$ cat src/design/afrc_pkg.sv
// Package for the audio feedback ring control block.
// Holds ring geometry, feedback constants, operation codes and shared structs.
// No dependencies.
package afrc_pkg;

	localparam int RING_SLOTS    = 16;
	localparam int INTERVAL_LOG2 = 5;
	localparam int FB_FRAC_BITS  = 14;
	localparam int MCLK_LOG2     = 8;

	localparam int IDX_W = $clog2(RING_SLOTS);

	localparam logic [IDX_W-1:0] RING_LAST = IDX_W'(RING_SLOTS - 1);
	localparam logic [IDX_W-1:0] RING_HALF = IDX_W'(RING_SLOTS / 2);

	// Fill thresholds for the rate correction
	localparam logic [7:0] FILL_HI2 = 8'(RING_SLOTS - RING_SLOTS / 8);
	localparam logic [7:0] FILL_HI1 = 8'(RING_SLOTS - RING_SLOTS / 4);
	localparam logic [7:0] FILL_LO1 = 8'(RING_SLOTS / 4);
	localparam logic [7:0] FILL_LO2 = 8'(RING_SLOTS / 8);
	localparam logic [7:0] FILL_MAX = 8'd255;

	localparam logic [15:0] STEP_RESET = 16'd176;

	// Shift from master clocks per interval to 10.14 samples per frame
	localparam int FB_SHIFT   = FB_FRAC_BITS - (INTERVAL_LOG2 + MCLK_LOG2);
	localparam int FB_SHIFT_L = (FB_SHIFT >= 0) ? FB_SHIFT : 0;
	localparam int FB_SHIFT_R = (FB_SHIFT >= 0) ? 0 : -FB_SHIFT;

	typedef enum logic [2:0] {
		OP_START    = 3'd0,
		OP_STOP     = 3'd1,
		OP_PACKET   = 3'd2,
		OP_DONE     = 3'd3,
		OP_MEASURE  = 3'd4,
		OP_FEEDBACK = 3'd5
	} op_t;

	typedef struct packed {
		logic             we;
		logic [IDX_W-1:0] waddr;
		logic [9:0]       wdata;
		logic             re;
		logic [IDX_W-1:0] raddr;
	} afrc_mem_req_t;

	typedef struct packed {
		logic [3:0]  write_slot;
		logic        play_issue;
		logic [3:0]  play_slot;
		logic        underrun;
		logic        feedback_send;
		logic [31:0] feedback_value;
		logic [7:0]  fill_level;
	} afrc_res_t;

	function automatic logic [IDX_W-1:0] ring_next(input logic [IDX_W-1:0] i);
		ring_next = (i == RING_LAST) ? '0 : i + IDX_W'(1);
	endfunction

endpackage

$ cat src/design/audio_feedback_ring_control.sv
// Audio feedback ring control: packet ring and 10.14 rate feedback for an async sink.
// A result is registered in stage one and then in the output register before it shows on out_valid.
// Throughput: one transfer per cycle; only a stalled output register holds input off.
// The size store returns its read data registered, which sets the stage count.
// Reset (arst_n low) clears all control state, the per-slot valid bits at once
// (unwritten slots read as zero) and loads the correction step with 176.
module audio_feedback_ring_control (
	input  logic        clk,
	input  logic        arst_n,
	// configuration register: correction step
	input  logic        cfg_we,
	input  logic [15:0] cfg_wdata,
	// input channel
	input  logic        in_valid,
	output logic        in_stall,
	input  logic [2:0]  operation,
	input  logic [23:0] measured_count,
	input  logic [9:0]  packet_bytes,
	// result channel
	output logic        out_valid,
	input  logic        out_stall,
	output logic [3:0]  write_slot,
	output logic        play_issue,
	output logic [3:0]  play_slot,
	output logic [9:0]  play_bytes,
	output logic        underrun,
	output logic        feedback_send,
	output logic [31:0] feedback_value,
	output logic [7:0]  fill_level
);
	import afrc_pkg::*;

	logic          advance;
	logic          accept;
	afrc_mem_req_t mem_req;
	afrc_res_t     res;
	logic [9:0]    rdata;

	logic          valid_s1;
	afrc_res_t     res_s1;
	logic          out_valid_q;
	afrc_res_t     out_q;
	logic [9:0]    bytes_q;

	// The whole pipe moves when the output register is free or being taken
	assign advance  = !out_valid_q || !out_stall;
	assign in_stall = !advance;
	assign accept   = in_valid && advance;

	afrc_ctrl u_ctrl (
		.clk            (clk),
		.arst_n         (arst_n),
		.accept         (accept),
		.operation      (operation),
		.measured_count (measured_count),
		.packet_bytes   (packet_bytes),
		.cfg_we         (cfg_we),
		.cfg_wdata      (cfg_wdata),
		.mem_req        (mem_req),
		.res            (res)
	);

	// Slot sizes: written on packet transfers, read for issued slots
	afrc_slot_store u_store (
		.clk    (clk),
		.arst_n (arst_n),
		.req    (mem_req),
		.rdata  (rdata)
	);

	always_ff @(posedge clk or negedge arst_n) begin
		if (!arst_n) begin
			valid_s1    <= 1'b0;
			out_valid_q <= 1'b0;
		end else if (advance) begin
			valid_s1    <= accept;
			out_valid_q <= valid_s1;
		end
	end

	// Hold the result in stage one while the store read completes
	always_ff @(posedge clk) begin
		if (accept) begin
			res_s1 <= res;
		end
		if (advance && valid_s1) begin
			out_q   <= res_s1;
			bytes_q <= res_s1.play_issue ? rdata : 10'd0;
		end
	end

	assign out_valid      = out_valid_q;
	assign write_slot     = out_q.write_slot;
	assign play_issue     = out_q.play_issue;
	assign play_slot      = out_q.play_slot;
	assign play_bytes     = bytes_q;
	assign underrun       = out_q.underrun;
	assign feedback_send  = out_q.feedback_send;
	assign feedback_value = out_q.feedback_value;
	assign fill_level     = out_q.fill_level;

	a_under_issue: assert property (@(posedge clk) disable iff (!arst_n)
		out_valid && underrun |-> play_issue)
		else $error("underrun without slot issue");

	a_bytes_idle: assert property (@(posedge clk) disable iff (!arst_n)
		out_valid && !play_issue |-> (play_bytes == 10'd0))
		else $error("slot size shown without issue");

	a_fb_idle: assert property (@(posedge clk) disable iff (!arst_n)
		out_valid && !feedback_send |-> (feedback_value == 32'd0))
		else $error("feedback word shown without send");

	a_s1_moves: assert property (@(posedge clk) disable iff (!arst_n)
		valid_s1 && advance |=> out_valid)
		else $error("stage one result lost");

endmodule

$ cat src/design/afrc_slot_store.sv
// Packet size store: one synchronous memory of slot byte lengths.
// Per-entry valid bits make unwritten slots read as zero. Uses afrc_pkg.
module afrc_slot_store (
	input  logic                  clk,
	input  logic                  arst_n,
	input  afrc_pkg::afrc_mem_req_t req,
	output logic [9:0]            rdata
);
	import afrc_pkg::*;

	logic [9:0]            mem [RING_SLOTS];
	logic [RING_SLOTS-1:0] vld_q;
	logic [9:0]            rdata_q;

	always_ff @(posedge clk or negedge arst_n) begin
		if (!arst_n) begin
			vld_q <= '0;
		end else if (req.we) begin
			vld_q[req.waddr] <= 1'b1;
		end
	end

	// Write and read in the same cycle: forward the new size on an address match
	always_ff @(posedge clk) begin
		if (req.we) begin
			mem[req.waddr] <= req.wdata;
		end
		if (req.re) begin
			if (req.we && (req.waddr == req.raddr)) begin
				rdata_q <= req.wdata;
			end else if (!vld_q[req.raddr]) begin
				rdata_q <= '0;
			end else begin
				rdata_q <= mem[req.raddr];
			end
		end
	end

	assign rdata = rdata_q;

	a_vld_grows: assert property (@(posedge clk) disable iff (!arst_n)
		req.we |=> vld_q[$past(req.waddr)])
		else $error("written slot not marked valid");

endmodule

$ cat src/design/afrc_ctrl.sv
// Stream control: indices, fill count, start/stop flags and feedback word.
// Issues size store accesses and builds the result. Uses afrc_pkg.
module afrc_ctrl (
	input  logic                    clk,
	input  logic                    arst_n,
	input  logic                    accept,
	input  logic [2:0]              operation,
	input  logic [23:0]             measured_count,
	input  logic [9:0]              packet_bytes,
	input  logic                    cfg_we,
	input  logic [15:0]             cfg_wdata,
	output afrc_pkg::afrc_mem_req_t mem_req,
	output afrc_pkg::afrc_res_t     res
);
	import afrc_pkg::*;

	logic             playing_q, first_q, pending_q, fb_ready_q;
	logic [IDX_W-1:0] in_idx_q, out_idx_q;
	logic [7:0]       fill_q;
	logic [31:0]      fb_word_q;
	logic [15:0]      step_q;

	logic             playing_d, first_d, pending_d, fb_ready_d;
	logic [IDX_W-1:0] in_idx_d, out_idx_d;
	logic [7:0]       fill_d;
	logic [31:0]      fb_word_d;

	logic [31:0] c32, add_v, sub_v, meas_v;

	// Rate correction from the current fill level
	always_comb begin
		c32   = 32'(step_q);
		add_v = '0;
		sub_v = '0;
		if (fill_q == 8'd0) begin
			add_v = c32 << 2;
		end else begin
			if (fill_q >= FILL_HI2) sub_v = sub_v + (c32 << 1);
			if (fill_q >= FILL_HI1) sub_v = sub_v + c32;
			if (fill_q <= FILL_LO1) add_v = add_v + c32;
			if (fill_q <= FILL_LO2) add_v = add_v + (c32 << 1);
		end
		meas_v = 32'(measured_count) + add_v - sub_v;
	end

	always_comb begin
		playing_d  = playing_q;
		first_d    = first_q;
		pending_d  = pending_q;
		fb_ready_d = fb_ready_q;
		in_idx_d   = in_idx_q;
		out_idx_d  = out_idx_q;
		fill_d     = fill_q;
		fb_word_d  = fb_word_q;
		mem_req    = '0;
		res        = '0;
		case (op_t'(operation))
			OP_START: begin
				if (!playing_q) begin
					in_idx_d   = '0;
					out_idx_d  = '0;
					fill_d     = '0;
					pending_d  = 1'b1;
					first_d    = 1'b1;
					fb_ready_d = 1'b0;
				end
			end
			OP_STOP: begin
				if (playing_q) begin
					playing_d  = 1'b0;
					fb_ready_d = 1'b0;
				end
			end
			OP_PACKET: begin
				// First packet after start lands on the current slot
				if (!first_q) begin
					playing_d = 1'b1;
					if (fill_q != FILL_MAX) fill_d = fill_q + 8'd1;
					in_idx_d = ring_next(in_idx_q);
				end
				first_d        = 1'b0;
				mem_req.we     = 1'b1;
				mem_req.waddr  = in_idx_d;
				mem_req.wdata  = packet_bytes;
				res.write_slot = 4'(in_idx_d);
				if (pending_q && (in_idx_d >= RING_HALF)) begin
					pending_d      = 1'b0;
					res.play_issue = 1'b1;
					res.play_slot  = 4'(out_idx_q);
					mem_req.re     = 1'b1;
					mem_req.raddr  = out_idx_q;
				end
			end
			OP_DONE: begin
				if (playing_q) begin
					// Empty ring: replay the current slot
					if (fill_q != 8'd0) begin
						fill_d    = fill_q - 8'd1;
						out_idx_d = ring_next(out_idx_q);
					end else begin
						res.underrun = 1'b1;
					end
					res.play_issue = 1'b1;
					res.play_slot  = 4'(out_idx_d);
					mem_req.re     = 1'b1;
					mem_req.raddr  = out_idx_d;
				end
			end
			OP_MEASURE: begin
				fb_word_d  = (FB_SHIFT >= 0) ? (meas_v << FB_SHIFT_L) : (meas_v >> FB_SHIFT_R);
				fb_ready_d = 1'b1;
			end
			OP_FEEDBACK: begin
				if (fb_ready_q) begin
					res.feedback_send  = 1'b1;
					res.feedback_value = fb_word_q;
					fb_ready_d         = 1'b0;
				end
			end
			default: begin
			end
		endcase
		res.fill_level = fill_d;
		mem_req.we     = mem_req.we & accept;
		mem_req.re     = mem_req.re & accept;
	end

	always_ff @(posedge clk or negedge arst_n) begin
		if (!arst_n) begin
			playing_q  <= 1'b0;
			first_q    <= 1'b0;
			pending_q  <= 1'b0;
			fb_ready_q <= 1'b0;
			in_idx_q   <= '0;
			out_idx_q  <= '0;
			fill_q     <= '0;
			fb_word_q  <= '0;
			step_q     <= STEP_RESET;
		end else begin
			if (accept) begin
				playing_q  <= playing_d;
				first_q    <= first_d;
				pending_q  <= pending_d;
				fb_ready_q <= fb_ready_d;
				in_idx_q   <= in_idx_d;
				out_idx_q  <= out_idx_d;
				fill_q     <= fill_d;
				fb_word_q  <= fb_word_d;
			end
			if (cfg_we) begin
				step_q <= cfg_wdata;
			end
		end
	end

	a_stop_only: assert property (@(posedge clk) disable iff (!arst_n)
		$fell(playing_q) |-> $past(accept && (operation == OP_STOP)))
		else $error("playback stopped without a stop transfer");

	a_start_only: assert property (@(posedge clk) disable iff (!arst_n)
		$rose(pending_q) |-> $past(accept && (operation == OP_START)))
		else $error("start pending set without a start transfer");

endmodule

$ cat config.mk
export PLATFORM = sky130hd
export DESIGN_NAME = audio_feedback_ring_control
export DESIGN_NICKNAME = d
export VERILOG_FILES = /design/src/design/afrc_pkg.sv /design/src/design/audio_feedback_ring_control.sv /design/src/design/afrc_slot_store.sv /design/src/design/afrc_ctrl.sv
export SDC_FILE = /design/constraint.sdc
export NUM_CORES = 1
export LEC_CHECK = 0
export ABC_CLOCK_PERIOD_IN_PS = 11830
export BUFFER_PORTS_ARGS = -buffer_cell sky130_fd_sc_hd__buf_2
export CAP_MARGIN = 15
export CORE_MARGIN = 4
export CORE_UTILIZATION = 30
export DETAILED_ROUTE_END_ITERATION = 6
export SKIP_CTS_REPAIR_TIMING = 1
export SLEW_MARGIN = 0
export SYNTH_ARGS = -nofsm -noshare
export SYNTH_HDL_FRONTEND = slang
export SYNTH_SLANG_ARGS = --single-unit
$ cat constraint.sdc
create_clock -name clk -period 11.83 [get_ports clk]
set_clock_uncertainty 0.05 [all_clocks]
set_input_delay 1.183 -clock clk [delete_from_list [all_inputs] [get_ports clk]]
set_output_delay 1.183 -clock clk [all_outputs]
set_load 0.02 [all_outputs]
==> results.json <==
{
  "grt_use_total_pct": 13.6,
  "critical_path_class": "flop to flop",
  "dr.pass1.iters": 5,
  "wl_per_cell_um": 17.9,
  "worstHoldStart": "res_s1[38]$_SDFFCE_PN0P_",
  "drt-vias-per-instance": 4.88,
  "pwr-share-seq_pct": 25.4,
  "p_leak_nw": 8.33,
  "cp_num_buf_inv": 1,
  "critical_path_required_ps": 12220,
  "tightest_slew_ps": 1110,
  "hold_path_class": "flop to flop",
  "cp.depth": 27,
  "grt_pass1_wl_mm": 68.5,
  "finalCritPeriodShare_pct": 65.8,
  "syn_area_per_cell_um2": 11.8,
  "r2r_slack_ps": 4050,
  "power.share.clock_pct": 20.4,
  "max_slew_margin_pct": 25.5,
  "total_power_mw": 6.34,
  "fmax_mhz": 129,
  "placementRows": 89,
  "critPathMaxFanout": 15,
  "first_global_vias": 11900,
  "arrival_ps": 8170,
  "cts_buffer_depth": 3,
  "p_sw_mw": 2.67,
  "synth-seq-area-share_pct": 58.2,
  "p_per_area_mw_per_mm2": 303,
  "ys_ff_latch": 365,
  "p_int_mw": 3.67,
  "drcViolationCount": 0,
  "cts-buffers-inserted": 41,
  "layout_min_cycle_time_ps": 7780,
  "setup_viol": 0,
  "portBuffers": 119,
  "vdd.ir_drop.worst_mv": 0.234,
  "clock_sinks": 365,
  "num-nets-final": 1790,
  "async_reset_ff_share_pct": 23.3,
  "clockRootBuffer": "clkbuf_16",
  "syn_inst": 1541,
  "ys_warn_count": 0,
  "synth_flop_cell": "edfxtp_1",
  "htreeDepth": 2,
  "tritoncts": "done",
  "gp_congestion": 0.857,
  "status": "finished, final reports clean",
  "initial_core_util_pct": 30.5,
  "grt_max_degree": 69,
  "slew_viol_final": 0,
  "synth_area_mm2": 0.0181,
  "cap_violations": 0,
  "core_area_mm2": 0.0594,
  "antenna_found_initial": 3,
  "drive_above_1_share_pct": 17.0,
  "rr_worst_depth": 27,
  "drtIter0Drc": 966,
  "slowest_stage": "nor4_2",
  "grt_overflow": 0,
  "r2r-start": "u_ctrl.fill_q[4]$_DFFE_PN0P_",
  "r2r-end": "u_ctrl.fb_word_q[25]$_DFFE_PN0P_",
  "synthToLayoutAreaGrowth_pct": 15.5,
  "drtAntennaViolNets": 0,
  "ys_types": 81,
  "path_common_cell": "a21o_1",
  "num-fill-cells": 5822,
  "routed-via-count": 12000,
  "die_area_mm2": 0.0644,
  "start_kind": "flop",
  "hold_violations": 0,
  "fp.dieH_um": 254,
  "crit_family": "compound AO/OA/AOI/OAI gates",
  "cp-end-kind": "flop",
  "finalSetupTns_ps": 0,
  "cp_slowest_stage_delay_ps": 860,
  "dp_hpwl_mm": 29.5,
  "clk_pin_slew_ps": 60,
  "clk_latency_ps": 570,
  "die_width_um": 254,
  "synth_edf_count": 280,
  "num_io_pins": 121,
  "rsz0062_at_grt": "no",
  "worstSetupEndpoint": "u_ctrl.fb_word_q[25]$_DFFE_PN0P_",
  "syn_nets": 1676,
  "crit_start": "u_ctrl.fill_q[4]$_DFFE_PN0P_",
  "totalWireLength_mm": 44.2,
  "combPwrFrac_pct": 54.2,
  "switching_share_pct": 42.1
}
flip-flops by register name (all words and copies together), names as in the netlist, 8 cells and up:
signal            cells
feedback_value       31
u_ctrl.fb_word_q     31
u_store.vld_q        16
u_ctrl.step_q        16
play_bytes           10
u_store.rdata        10
fill_level            8
u_ctrl.fill_q         8
res_s1               50
u_store.mem         160
cells in the final DEF, fill, tap and decap left out, types with 7 or more instances in the layout:
cell       synthesis  final
xnor2_1           32     32
nand3_1           18     18
nand2_1          240    240
nand2b_1          13     13
a21o_1            24     24
o21a_1             7      7
buf_4              4     17
o21ai_1           14     14
nor2_1            78     74
edfxtp_1         280    280
or2_2             18     18
a311oi_1          22     22
fa_1              20     20
clkbuf_1          46     15
a21oi_1           65     65
nor3_2             2      7
nor2b_1           10     10
o21ai_0           67     67
a22oi_1           12     12
clkbuf_16          0     41
xor2_1            19     19
ha_1              57     57
mux2i_1           10     10
inv_1             80     80
o211ai_1          11     11
dfrtp_1           82     82
a31oi_1            8      8
mux4_2            19     19
buf_2             11    118
and2_1            85     84
nor3_1            20     15
and3_1            31     31
a211oi_1           9      9
mux2_2            22     22
o22ai_1           10     10
synth_stat cells, types with 7 or more instances:
cell type / n / share of area, %
fa_1: 20 / 2.2
a21oi_1: 65 / 1.8
buf_2: 11 / 0.30
clkbuf_1: 46 / 0.95
nand2_1: 240 / 5.0
a21o_1: 24 / 0.99
nand2b_1: 13 / 0.45
or2_2: 18 / 0.62
and2_1: 85 / 2.9
a31oi_1: 8 / 0.28
a311oi_1: 22 / 1.1
inv_1: 80 / 1.7
a211oi_1: 9 / 0.37
nor2b_1: 10 / 0.35
nand3_1: 18 / 0.50
xnor2_1: 32 / 1.5
mux4_2: 19 / 2.4
o21a_1: 7 / 0.29
and3_1: 31 / 1.1
ha_1: 57 / 3.9
xor2_1: 19 / 0.92
o21ai_0: 67 / 1.9
o211ai_1: 11 / 0.46
o21ai_1: 14 / 0.39
nor3_1: 20 / 0.55
edfxtp_1: 280 / 46
a22oi_1: 12 / 0.50
mux2i_1: 10 / 0.55
nor2_1: 78 / 1.6
dfrtp_1: 82 / 11
mux2_2: 22 / 1.4
o22ai_1: 10 / 0.35
routing by layer:
layer	part of all wire [%]	wire [µm]	track usage [%]	up-vias
met5	0.025	11	0	-
li1	-	-	-	5787
met3	5.6	2460	2.66	75
met1	46	20500	18.8	5864
met2	45	20000	21.6	291
met4	2.8	1250	4.37	2
how the worst min path moves through the flow:
stage / endpoint / cells past startpoint
final: feedback_value[30]$_DFFE_PP_ / 0
after global routing: feedback_value[30]$_DFFE_PP_ / 0
after CTS: feedback_value[30]$_DFFE_PP_ / 0
after detailed placement: feedback_value[9]$_DFFE_PP_ / 0
after global placement: play_slot[0]$_DFFE_PP_ / 0
after floorplan: feedback_send$_DFFE_PP_ / 0
layout make-up:
cell class                 count  area [µm²]  area share (%)
sequential                   365       10500            50.4
multi-input combinational   1025        6970            33.3
clock buffer                  62        1160            5.57
tap                          773         967            4.62
timing repair buffer         137         741            3.54
inverter                      85         325            1.56
clock inverter                14         211            1.01
antenna                        2        5.00          0.0239
stage by stage:
stage | utilization (%) | setup WS [ps] | cells | cell area (µm²) | hold slack (ps)
after global routing | 35.2 | 3310 | 2461 | 20900 | 362
after detailed placement | 32.9 | 4120 | 2385 | 19500 | 355
after global placement | 32.9 | 4280 | 2383 | 19500 | 351
after floorplan | - | 5270 | 1541 | 18100 | 350
final | 35.2 | 4050 | 2463 | 20900 | 362
after CTS | 35.2 | 4090 | 2461 | 20900 | 361
power groups by stage:
stage	Sequential [mW]	Clock, mW	Combinational [mW]
2_1_floorplan	1.61	0	2.68
3_3_place_gp	1.63	0	3.37
3_5_place_dp	1.64	0	3.43
4_1_cts	1.61	1.33	3.45
5_1_grt	1.63	1.39	3.90
6_report	1.61	1.29	3.44
cells by family after synthesis:
| logic type | Yosys count | share of synthesized area (%) |
|---|---|---|
| flip-flops | 365 | 58.2 |
| other | 1 | 0.0207 |
| multiplexers | 51 | 4.28 |
| adder cells (fa/ha/maj) | 78 | 6.20 |
| XOR/XNOR | 51 | 2.47 |
| AND/OR/NAND/NOR | 543 | 14.4 |
| AO/OA/AOI/OAI | 301 | 10.9 |
| buffers and inverters | 151 | 3.54 |
Note: power is estimated with default switching activity, not from simulation.
